<file path="config.mk">
export PLATFORM = sky130hd
export DESIGN_NAME = threshold_run_length_smoother_top
export DESIGN_NICKNAME = d
export VERILOG_FILES = /design/src/hw/rtl/trs_pkg.sv /design/src/hw/rtl/trs_front.sv /design/src/hw/rtl/trs_back.sv /design/src/hw/rtl/threshold_run_length_smoother_top.sv
export SDC_FILE = /design/constraint.sdc
export NUM_CORES = 1
export LEC_CHECK = 0
export BUFFER_PORTS_ARGS = -buffer_cell sky130_fd_sc_hd__buf_4
export CORE_UTILIZATION = 43
export CTS_CLUSTER_DIAMETER = 50
export DETAILED_ROUTE_END_ITERATION = 6
export GPL_TIMING_DRIVEN = 0
export HOLD_SLACK_MARGIN = 0.03
export SLEW_MARGIN = 20
export SYNTH_ARGS = -nofsm -noshare
export SYNTH_HDL_FRONTEND = slang
export SYNTH_SLANG_ARGS = --single-unit
</file>
<file path="constraint.sdc">
create_clock -name clock -period 7.1 [get_ports clock]
set_input_delay 0.71 -clock clock [delete_from_list [all_inputs] [get_ports clock]]
set_output_delay 0.71 -clock clock [all_outputs]
set_load 0.1 [all_outputs]
</file>
<file path="src/hw/rtl/trs_pkg.sv">
// shared types and constants of the threshold run-length smoother
// no dependencies; imported by every module of the block
`default_nettype none

package trs_pkg;

   // sizes of the smoothing window and the pending buffer
   localparam int MAX_WINDOW  = 15;
   localparam int BUF_DEPTH   = MAX_WINDOW + 1;
   localparam int AIDX_W      = $clog2(BUF_DEPTH);
   localparam int PEND_W      = $clog2(BUF_DEPTH + 1);
   localparam int BVALID_W    = $clog2(MAX_WINDOW + 1);
   localparam int WIN_W       = 4;
   localparam int NEIGH_W     = $clog2(2 * MAX_WINDOW + 1);

   // payload widths
   localparam int SCORE_W     = 16;

   // request queue between front and back
   localparam int QUEUE_DEPTH = 2;
   localparam int QPTR_W      = $clog2(QUEUE_DEPTH);
   localparam int QCNT_W      = $clog2(QUEUE_DEPTH + 1);

   // configuration register indexes
   localparam int CSR_IDX_W = 2;
   localparam logic [CSR_IDX_W-1:0] CSR_CUTOFF        = 2'd0;
   localparam logic [CSR_IDX_W-1:0] CSR_DISTANCE_MODE = 2'd1;
   localparam logic [CSR_IDX_W-1:0] CSR_WINDOW        = 2'd2;

   // configuration reset values
   localparam logic signed [SCORE_W-1:0] CUTOFF_RESET = '0;
   localparam logic [WIN_W-1:0]          WINDOW_RESET = 4'd3;

   // configuration seen by front and back
   typedef struct packed {
      logic signed [SCORE_W-1:0] cutoff;
      logic                      distance_mode;
      logic [WIN_W-1:0]          window;
   } trs_cfg_type;

   // classified request travelling from front to back
   typedef struct packed {
      logic pass;
      logic fin;
   } trs_item_type;

endpackage

`default_nettype wire

</file>
<file path="src/hw/rtl/trs_front.sv">
// front end: accepts requests, thresholds the score, queues the raw flag
// depends on trs_pkg
`default_nettype none

module trs_front (
   input  wire logic                               clock,
   input  wire logic                               reset,
   input  wire trs_pkg::trs_cfg_type               cfg,
   input  wire logic                               req_valid,
   output logic                                    req_ready,
   input  wire logic signed [trs_pkg::SCORE_W-1:0] req_score,
   input  wire logic                               req_final_position,
   output logic                                    item_valid,
   output trs_pkg::trs_item_type                   item,
   input  wire logic                               item_pop
);
   import trs_pkg::*;

   trs_item_type              queue_ff [QUEUE_DEPTH];
   logic [QPTR_W-1:0]         wr_ptr_ff, wr_ptr_in;
   logic [QPTR_W-1:0]         rd_ptr_ff, rd_ptr_in;
   logic [QCNT_W-1:0]         count_ff, count_in;
   logic                      push;
   logic                      pass;

   // threshold test on the incoming score
   always_comb begin
      if (cfg.distance_mode) begin
         pass = (req_score > $signed(SCORE_W'(0))) && (req_score <= cfg.cutoff);
      end else begin
         pass = (req_score >= cfg.cutoff);
      end
   end

   assign req_ready  = (count_ff != QCNT_W'(QUEUE_DEPTH));
   assign push       = req_valid && req_ready;
   assign item_valid = (count_ff != '0);
   assign item       = queue_ff[rd_ptr_ff];

   // queue pointers and fill count
   always_comb begin
      wr_ptr_in = wr_ptr_ff;
      rd_ptr_in = rd_ptr_ff;
      count_in  = count_ff;
      if (push) begin
         wr_ptr_in = (wr_ptr_ff == QPTR_W'(QUEUE_DEPTH - 1)) ? '0 : wr_ptr_ff + 1'b1;
      end
      if (item_pop) begin
         rd_ptr_in = (rd_ptr_ff == QPTR_W'(QUEUE_DEPTH - 1)) ? '0 : rd_ptr_ff + 1'b1;
      end
      if (push && !item_pop) begin
         count_in = count_ff + 1'b1;
      end else if (!push && item_pop) begin
         count_in = count_ff - 1'b1;
      end
   end

   always_ff @(posedge clock) begin
      if (reset) begin
         wr_ptr_ff <= '0;
         rd_ptr_ff <= '0;
         count_ff  <= '0;
      end else begin
         wr_ptr_ff <= wr_ptr_in;
         rd_ptr_ff <= rd_ptr_in;
         count_ff  <= count_in;
      end
   end

   // queue storage
   always_ff @(posedge clock) begin
      if (push) begin
         queue_ff[wr_ptr_ff] <= '{pass: pass, fin: req_final_position};
      end
   end

`ifndef ASSERT_OFF
   a_count_bound: assert property (@(posedge clock) disable iff (reset)
      count_ff <= QCNT_W'(QUEUE_DEPTH))
      else $error("request queue overfilled");

   a_pop_nonempty: assert property (@(posedge clock) disable iff (reset)
      item_pop |-> (count_ff != '0))
      else $error("request queue popped while empty");
`endif

endmodule

`default_nettype wire

</file>
<file path="src/hw/rtl/trs_back.sv">
// back end: pending and history flags, run counting and result emission
// depends on trs_pkg
`default_nettype none

module trs_back (
   input  wire logic                  clock,
   input  wire logic                  reset,
   input  wire trs_pkg::trs_cfg_type  cfg,
   input  wire logic                  item_valid,
   input  wire trs_pkg::trs_item_type item,
   output logic                       item_pop,
   output logic                       rsp_valid,
   input  wire logic                  rsp_ready,
   output logic                       rsp_reliable,
   output logic                       rsp_run_last
);
   import trs_pkg::*;

   typedef enum logic {
      ST_IDLE,
      ST_DRAIN
   } state_type;

   state_type               state_ff;
   logic [BUF_DEPTH-1:0]    ahead_ff;
   logic [MAX_WINDOW-1:0]   behind_ff;
   logic [BVALID_W-1:0]     bvalid_ff;
   logic [PEND_W-1:0]       pend_ff;
   logic                    fin_ff;
   logic                    rsp_valid_ff;
   logic                    rsp_reliable_ff;
   logic                    rsp_run_last_ff;

   logic [PEND_W-1:0]       win_ext;
   logic [PEND_W-1:0]       pend_m1;
   logic [PEND_W-1:0]       lim_fwd;
   logic [BVALID_W-1:0]     lim_bwd;
   logic [NEIGH_W-1:0]      neigh;
   logic [BUF_DEPTH-1:0]    fwd_run;
   logic [MAX_WINDOW-1:0]   bwd_run;
   logic                    run_fwd;
   logic                    run_bwd;
   logic                    rel;
   logic                    emit_cond;
   logic                    out_free;
   logic                    load_rsp;

   assign win_ext   = PEND_W'(cfg.window);
   assign emit_cond = fin_ff ? (pend_ff != '0) : (pend_ff > win_ext);
   assign out_free  = !rsp_valid_ff || rsp_ready;
   assign load_rsp  = (state_ff == ST_DRAIN) && emit_cond && out_free;
   assign item_pop  = (state_ff == ST_IDLE) && item_valid;

   // neighbour count of the oldest pending position
   always_comb begin
      pend_m1 = pend_ff - 1'b1;
      lim_fwd = (pend_m1 > win_ext) ? win_ext : pend_m1;
      lim_bwd = (bvalid_ff > BVALID_W'(cfg.window)) ? BVALID_W'(cfg.window) : bvalid_ff;
      fwd_run = '0;
      run_fwd = 1'b1;
      for (int j = 1; j < BUF_DEPTH; j++) begin
         if (!ahead_ff[j] || (PEND_W'(j) > lim_fwd)) begin
            run_fwd = 1'b0;
         end
         fwd_run[j] = run_fwd;
      end
      bwd_run = '0;
      run_bwd = 1'b1;
      for (int j = 0; j < MAX_WINDOW; j++) begin
         if (!behind_ff[j] || (BVALID_W'(j) >= lim_bwd)) begin
            run_bwd = 1'b0;
         end
         bwd_run[j] = run_bwd;
      end
      // both runs are prefixes, so their lengths are their popcounts
      neigh = NEIGH_W'($countones(fwd_run)) + NEIGH_W'($countones(bwd_run));
      rel = ahead_ff[0] &&
            ((cfg.window == '0) || (neigh >= (NEIGH_W'(cfg.window) - NEIGH_W'(1))));
   end

   // sequencer, flag buffers and result register
   always_ff @(posedge clock) begin
      if (reset) begin
         state_ff        <= ST_IDLE;
         ahead_ff        <= '0;
         behind_ff       <= '0;
         bvalid_ff       <= '0;
         pend_ff         <= '0;
         fin_ff          <= 1'b0;
         rsp_valid_ff    <= 1'b0;
         rsp_reliable_ff <= 1'b0;
         rsp_run_last_ff <= 1'b0;
      end else begin
         if (rsp_valid_ff && rsp_ready && !load_rsp) begin
            rsp_valid_ff <= 1'b0;
         end
         case (state_ff)
            ST_IDLE: begin
               // append the raw flag of the popped request
               if (item_valid) begin
                  if (pend_ff < PEND_W'(BUF_DEPTH)) begin
                     ahead_ff[pend_ff[AIDX_W-1:0]] <= item.pass;
                     pend_ff <= pend_ff + 1'b1;
                  end
                  fin_ff   <= item.fin;
                  state_ff <= ST_DRAIN;
               end
            end
            ST_DRAIN: begin
               if (emit_cond) begin
                  // retire the oldest pending position
                  if (out_free) begin
                     rsp_valid_ff    <= 1'b1;
                     rsp_reliable_ff <= rel;
                     rsp_run_last_ff <= fin_ff && (pend_ff == PEND_W'(1));
                     behind_ff       <= {behind_ff[MAX_WINDOW-2:0], rel};
                     if (bvalid_ff < BVALID_W'(MAX_WINDOW)) begin
                        bvalid_ff <= bvalid_ff + 1'b1;
                     end
                     ahead_ff <= ahead_ff >> 1;
                     pend_ff  <= pend_m1;
                  end
               end else begin
                  // stream end clears history for the next stream
                  if (fin_ff) begin
                     ahead_ff  <= '0;
                     behind_ff <= '0;
                     bvalid_ff <= '0;
                     pend_ff   <= '0;
                  end
                  fin_ff   <= 1'b0;
                  state_ff <= ST_IDLE;
               end
            end
            default: begin
               state_ff <= ST_IDLE;
            end
         endcase
      end
   end

   assign rsp_valid    = rsp_valid_ff;
   assign rsp_reliable = rsp_reliable_ff;
   assign rsp_run_last = rsp_run_last_ff;

`ifndef ASSERT_OFF
   a_pend_bound: assert property (@(posedge clock) disable iff (reset)
      (pend_ff <= PEND_W'(BUF_DEPTH)) && (bvalid_ff <= BVALID_W'(MAX_WINDOW)))
      else $error("pending or history count out of range");

   a_stream_end_clear: assert property (@(posedge clock) disable iff (reset)
      (state_ff == ST_DRAIN && !emit_cond && fin_ff)
      |=> (pend_ff == '0 && bvalid_ff == '0 && state_ff == ST_IDLE))
      else $error("history not cleared after final position");

   a_last_empties: assert property (@(posedge clock) disable iff (reset)
      (load_rsp && fin_ff && pend_ff == PEND_W'(1)) |=> (pend_ff == '0))
      else $error("final result left positions pending");
`endif

endmodule

`default_nettype wire

</file>
<file path="src/hw/rtl/threshold_run_length_smoother_top.sv">
// Threshold run-length smoother.
// Requests (req_score, signed Q8.8, and req_final_position) enter on a
// valid/ready channel. Each score is thresholded against csr cutoff (score
// test, or 0 < score <= cutoff in distance mode); a passing position stays
// reliable only when its run of passing neighbours ahead plus reliable ones
// behind, up to window positions each way, reaches window-1. Results leave
// in position order on the rsp_ channel; a position's result appears once
// window later positions have arrived, and the final position flushes all
// pending results, marking the last one with rsp_run_last.
// Flow: a request waits in a two-entry queue, then the back end appends it,
// releases the results it makes ready one at a time and ends with a closing
// step before it takes the next item.
// The output register lets the front keep queueing while a result waits; a
// stalled receiver holds the back end, and the queue then fills.
// Reset (synchronous) empties queue and history; cutoff 0, score mode, window 3.
// Registers must be written through csr_ while the block is idle; unenforced.
// depends on trs_pkg, trs_front, trs_back
`default_nettype none

module threshold_run_length_smoother_top (
   input  wire logic                                 clock,
   input  wire logic                                 reset,
   input  wire logic                                 csr_valid,
   output logic                                      csr_ready,
   input  wire logic [trs_pkg::CSR_IDX_W-1:0]        csr_index,
   input  wire logic [trs_pkg::SCORE_W-1:0]          csr_data,
   input  wire logic                                 req_valid,
   output logic                                      req_ready,
   input  wire logic signed [trs_pkg::SCORE_W-1:0]   req_score,
   input  wire logic                                 req_final_position,
   output logic                                      rsp_valid,
   input  wire logic                                 rsp_ready,
   output logic                                      rsp_reliable,
   output logic                                      rsp_run_last
);
   import trs_pkg::*;

   trs_cfg_type  cfg_ff, cfg_in;
   logic         item_valid;
   trs_item_type item;
   logic         item_pop;

   assign csr_ready = 1'b1;

   // configuration register writes
   always_comb begin
      cfg_in = cfg_ff;
      if (csr_valid) begin
         case (csr_index)
            CSR_CUTOFF:        cfg_in.cutoff        = $signed(csr_data);
            CSR_DISTANCE_MODE: cfg_in.distance_mode = csr_data[0];
            CSR_WINDOW:        cfg_in.window        = csr_data[WIN_W-1:0];
            default:           cfg_in = cfg_ff;
         endcase
      end
   end

   always_ff @(posedge clock) begin
      if (reset) begin
         cfg_ff <= '{cutoff: CUTOFF_RESET, distance_mode: 1'b0, window: WINDOW_RESET};
      end else begin
         cfg_ff <= cfg_in;
      end
   end

   trs_front u_front (
      .clock              (clock),
      .reset              (reset),
      .cfg                (cfg_ff),
      .req_valid          (req_valid),
      .req_ready          (req_ready),
      .req_score          (req_score),
      .req_final_position (req_final_position),
      .item_valid         (item_valid),
      .item               (item),
      .item_pop           (item_pop)
   );

   trs_back u_back (
      .clock        (clock),
      .reset        (reset),
      .cfg          (cfg_ff),
      .item_valid   (item_valid),
      .item         (item),
      .item_pop     (item_pop),
      .rsp_valid    (rsp_valid),
      .rsp_ready    (rsp_ready),
      .rsp_reliable (rsp_reliable),
      .rsp_run_last (rsp_run_last)
   );

endmodule

`default_nettype wire

</file>
==> reports/metrics.cfg <==
[timing]
report.final.slew_viol_count = 0
fin_crit_sh = 1.02
fin_ws_ps = -158
tns_ps = -312
hold_viol = 0
period_minus_slack_ps = 7260
rsz0062_at_grt = true
slew_headroom = 0.545
tightestPinTransition_ps = 682
clock-skew-final_ps = 7.18
finalSetupViolations = 2
max_freq_mhz = 138

[grt]
overflow = 0
grt_usage = 0.242
first_global_vias = 5519
grt_pass1_wl_um = 27100
grt_max_degree = 17
antenna_found_initial = 0

[clock_tree]
htreeDepth = 3
root_buffer = clkbuf_16
clkTransAtPathRegs_ps = 70
cts-buffers-inserted = 9
clk_latency_ps = 350
clkSinkCount = 75
cts.path.max_buffers = 2
cts_tree = built

[logic_synthesis]
yosysSeqAreaShare = 0.260
synthFlopType = dfxtp_1
syn_inst = 731
synth_area_leaders = dfxtp_1 (24%), ha_1 (9.9%), fa_1 (8.1%), a21oi_1 (5.7%), nand2_1 (5.3%)
synth_edf_count = 4
syn_area_per_cell_um2 = 8.10
synth_top_area_cell = dfxtp_1
synth.net_count = 842
async_flop_share = 0
syn-cell-area_um2 = 5920
synth_top_area_share = 0.240
synthDistinctLibCells = 74
yosys_warnings = 0
ys_ff_latch = 75

[finish]
syn_to_final_growth_pct = 20.5
final_common_cell = nand2_1
diodes = 0
drive_above_1_share = 0.187
nets = 914
fin_area_um2 = 7140
fillCellCount = 1325
layout_common_cells = nand2_1 (83), nor2_1 (78), a21oi_1 (66)

[power_and_ir_drop]
swShare = 0.440
peakVddDrop_v = 0.000149
seqPwrFrac = 0.253
clkPwrFrac = 0.227
internal_power_uw = 1210
p_per_area_nw_per_um2 = 303
p_leak_uw = 0.00286
combPwrFrac = 0.520
finalPower_uw = 2170
power.switching_uw = 953

[worst_setup_path]
path_max_fanout = 4
cp-start-kind = register
crit_path_max_incr_delay_ps = 560
slowest_stage = fa_1
crit_top_cell = fa_1
arrival_ps = 7470
critPathCaptureType = register
crit_type = reg -> reg
required_ps = 7310

[placement]
io_buffer_count = 42
gp_congestion = 0.871
hpwl_um = 12500
place_area_um2 = 6500

[die]
start_util = 0.443
die_h_um = 119
num_rows = 42
design.die.area_um2 = 14200
die-width_um = 119
core_area_um2 = 13300
ios = 45

[route]
viasPerCell = 5.61
drc = 0
wirelength_um = 16300
dr.pass1.iters = 5
drt-wirelength-per-cell_um = 16.5
final_antenna_net_count = 0
drt-initial-drc-count = 373
vias = 5524

[flow_run]
drv_cap = 0

[run_status]
outcome = finished, violations left
violations = setup timing

[min_path]
hp-class = reg -> reg

-- power groups by stage --
| stage | combinational [uW] | sequential [uW] | clock [uW] |
|---|---|---|---|
| after floorplan | 714 | 539 | 0 |
| after global placement | 913 | 554 | 0 |
| after detailed placement | 934 | 555 | 0 |
| after CTS | 1070 | 546 | 502 |
| after global routing | 1230 | 554 | 517 |
| final | 1130 | 549 | 491 |
-- registers in the layout, summed over array words and instances (netlist names), named ones only --
| signal | flops |
|---|---|
| cfg_ff | 21 |
| u_back.ahead_ff | 16 |
| u_back.behind_ff | 15 |
| u_back.bvalid_ff | 4 |
| u_back.fin_ff | 1 |
| u_back.pend_ff | 5 |
| u_back.rsp_reliable | 1 |
| u_back.rsp_run_last | 1 |
| u_back.rsp_valid | 1 |
| u_back.state_ff | 1 |
| u_front.count_ff | 2 |
| u_front.queue_ff | 4 |
| u_front.rd_ptr_ff | 1 |
| u_front.wr_ptr_ff | 1 |
-- critical path, delay by kind of cell (launching register included) --
family | cells | cell delay [ps]
xor+xnor | 1 | 200
fa+ha+maj | 10 | 3780
simple gates | 4 | 650
flops | 1 | 350
compound gates | 8 | 1470
buf+inv | 7 | 680
-- synth_stat cells (6+ instances only) --
master / n
a211oi_1: 23
a21o_1: 6
a21oi_1: 68
a32oi_1: 15
buf_2: 6
clkbuf_1: 23
dfxtp_1: 71
fa_1: 24
ha_1: 47
inv_1: 66
mux2i_1: 16
nand2_1: 84
nand2b_1: 11
nand3_1: 32
nand4_1: 11
nor2_1: 78
nor3_1: 7
o21ai_0: 20
o21ai_1: 6
xor2_1: 7
-- path summary, 6_finish.rpt --
| check | slack [ps] | to | cells after the start | start |
|---|---|---|---|---|
| worst max-delay path | -160 | u_back.rsp_reliable | 30 | u_back.pend_ff[0] |
| worst min-delay path | 450 | cfg_ff[18] | 2 | cfg_ff[18] |
| worst max register to register | -160 | u_back.rsp_reliable | 30 | u_back.pend_ff[0] |
| worst min register to register | 450 | cfg_ff[18] | 2 | cfg_ff[18] |
-- final cells by class --
cell class              count  area, um2  share of cell area
inverters                  66        259              0.0363
clock inverters             7       87.6              0.0123
well taps                 176        220              0.0309
multi-input cells         550       4070               0.570
flip-flops and latches     75       1560               0.218
plain buffers              36        223              0.0312
clock buffers               9        225              0.0316
repair buffers             65        495              0.0694
-- stage by stage --
step | util | instances | setup WS [ps] | hold slack (ps)
after floorplan | - | 731 | 18.1 | 432
after global placement | 0.487 | 949 | -847 | 444
after detailed placement | 0.487 | 949 | -963 | 448
after CTS | 0.526 | 976 | -373 | 456
after global routing | 0.535 | 984 | -367 | 470
final | 0.535 | 984 | -158 | 454
-- logic make-up (layout without fill, tap and decap cells) --
kind of cell | count (synthesis) | after routing | share of synthesized area
compound gates | 177 | 177 | 0.202
xor+xnor | 14 | 14 | 0.0233
fa+ha+maj | 71 | 71 | 0.181
buf+inv | 106 | 183 | 0.0767
flops | 75 | 75 | 0.260
mux | 20 | 20 | 0.0351
other cells | 1 | 1 | 0.000634
simple gates | 267 | 267 | 0.221
-- routing by layer --
layer / up-vias / part of all wire / global-route usage
met5: - / 0 / 0
met4: 0 / 0.030 / 0.105
met3: 36 / 0.046 / 0.0465
met2: 148 / 0.47 / 0.402
met1: 2627 / 0.45 / 0.305
li1: 2713 / - / -
-- timing repair --
item	in CTS	in global routing
setup buffers	15	8
gates resized for setup	29	13
pin swaps	24	23
endpoints found under the setup margin	2	2
hold buffers	0	0
(Power assumes the default switching activity.)
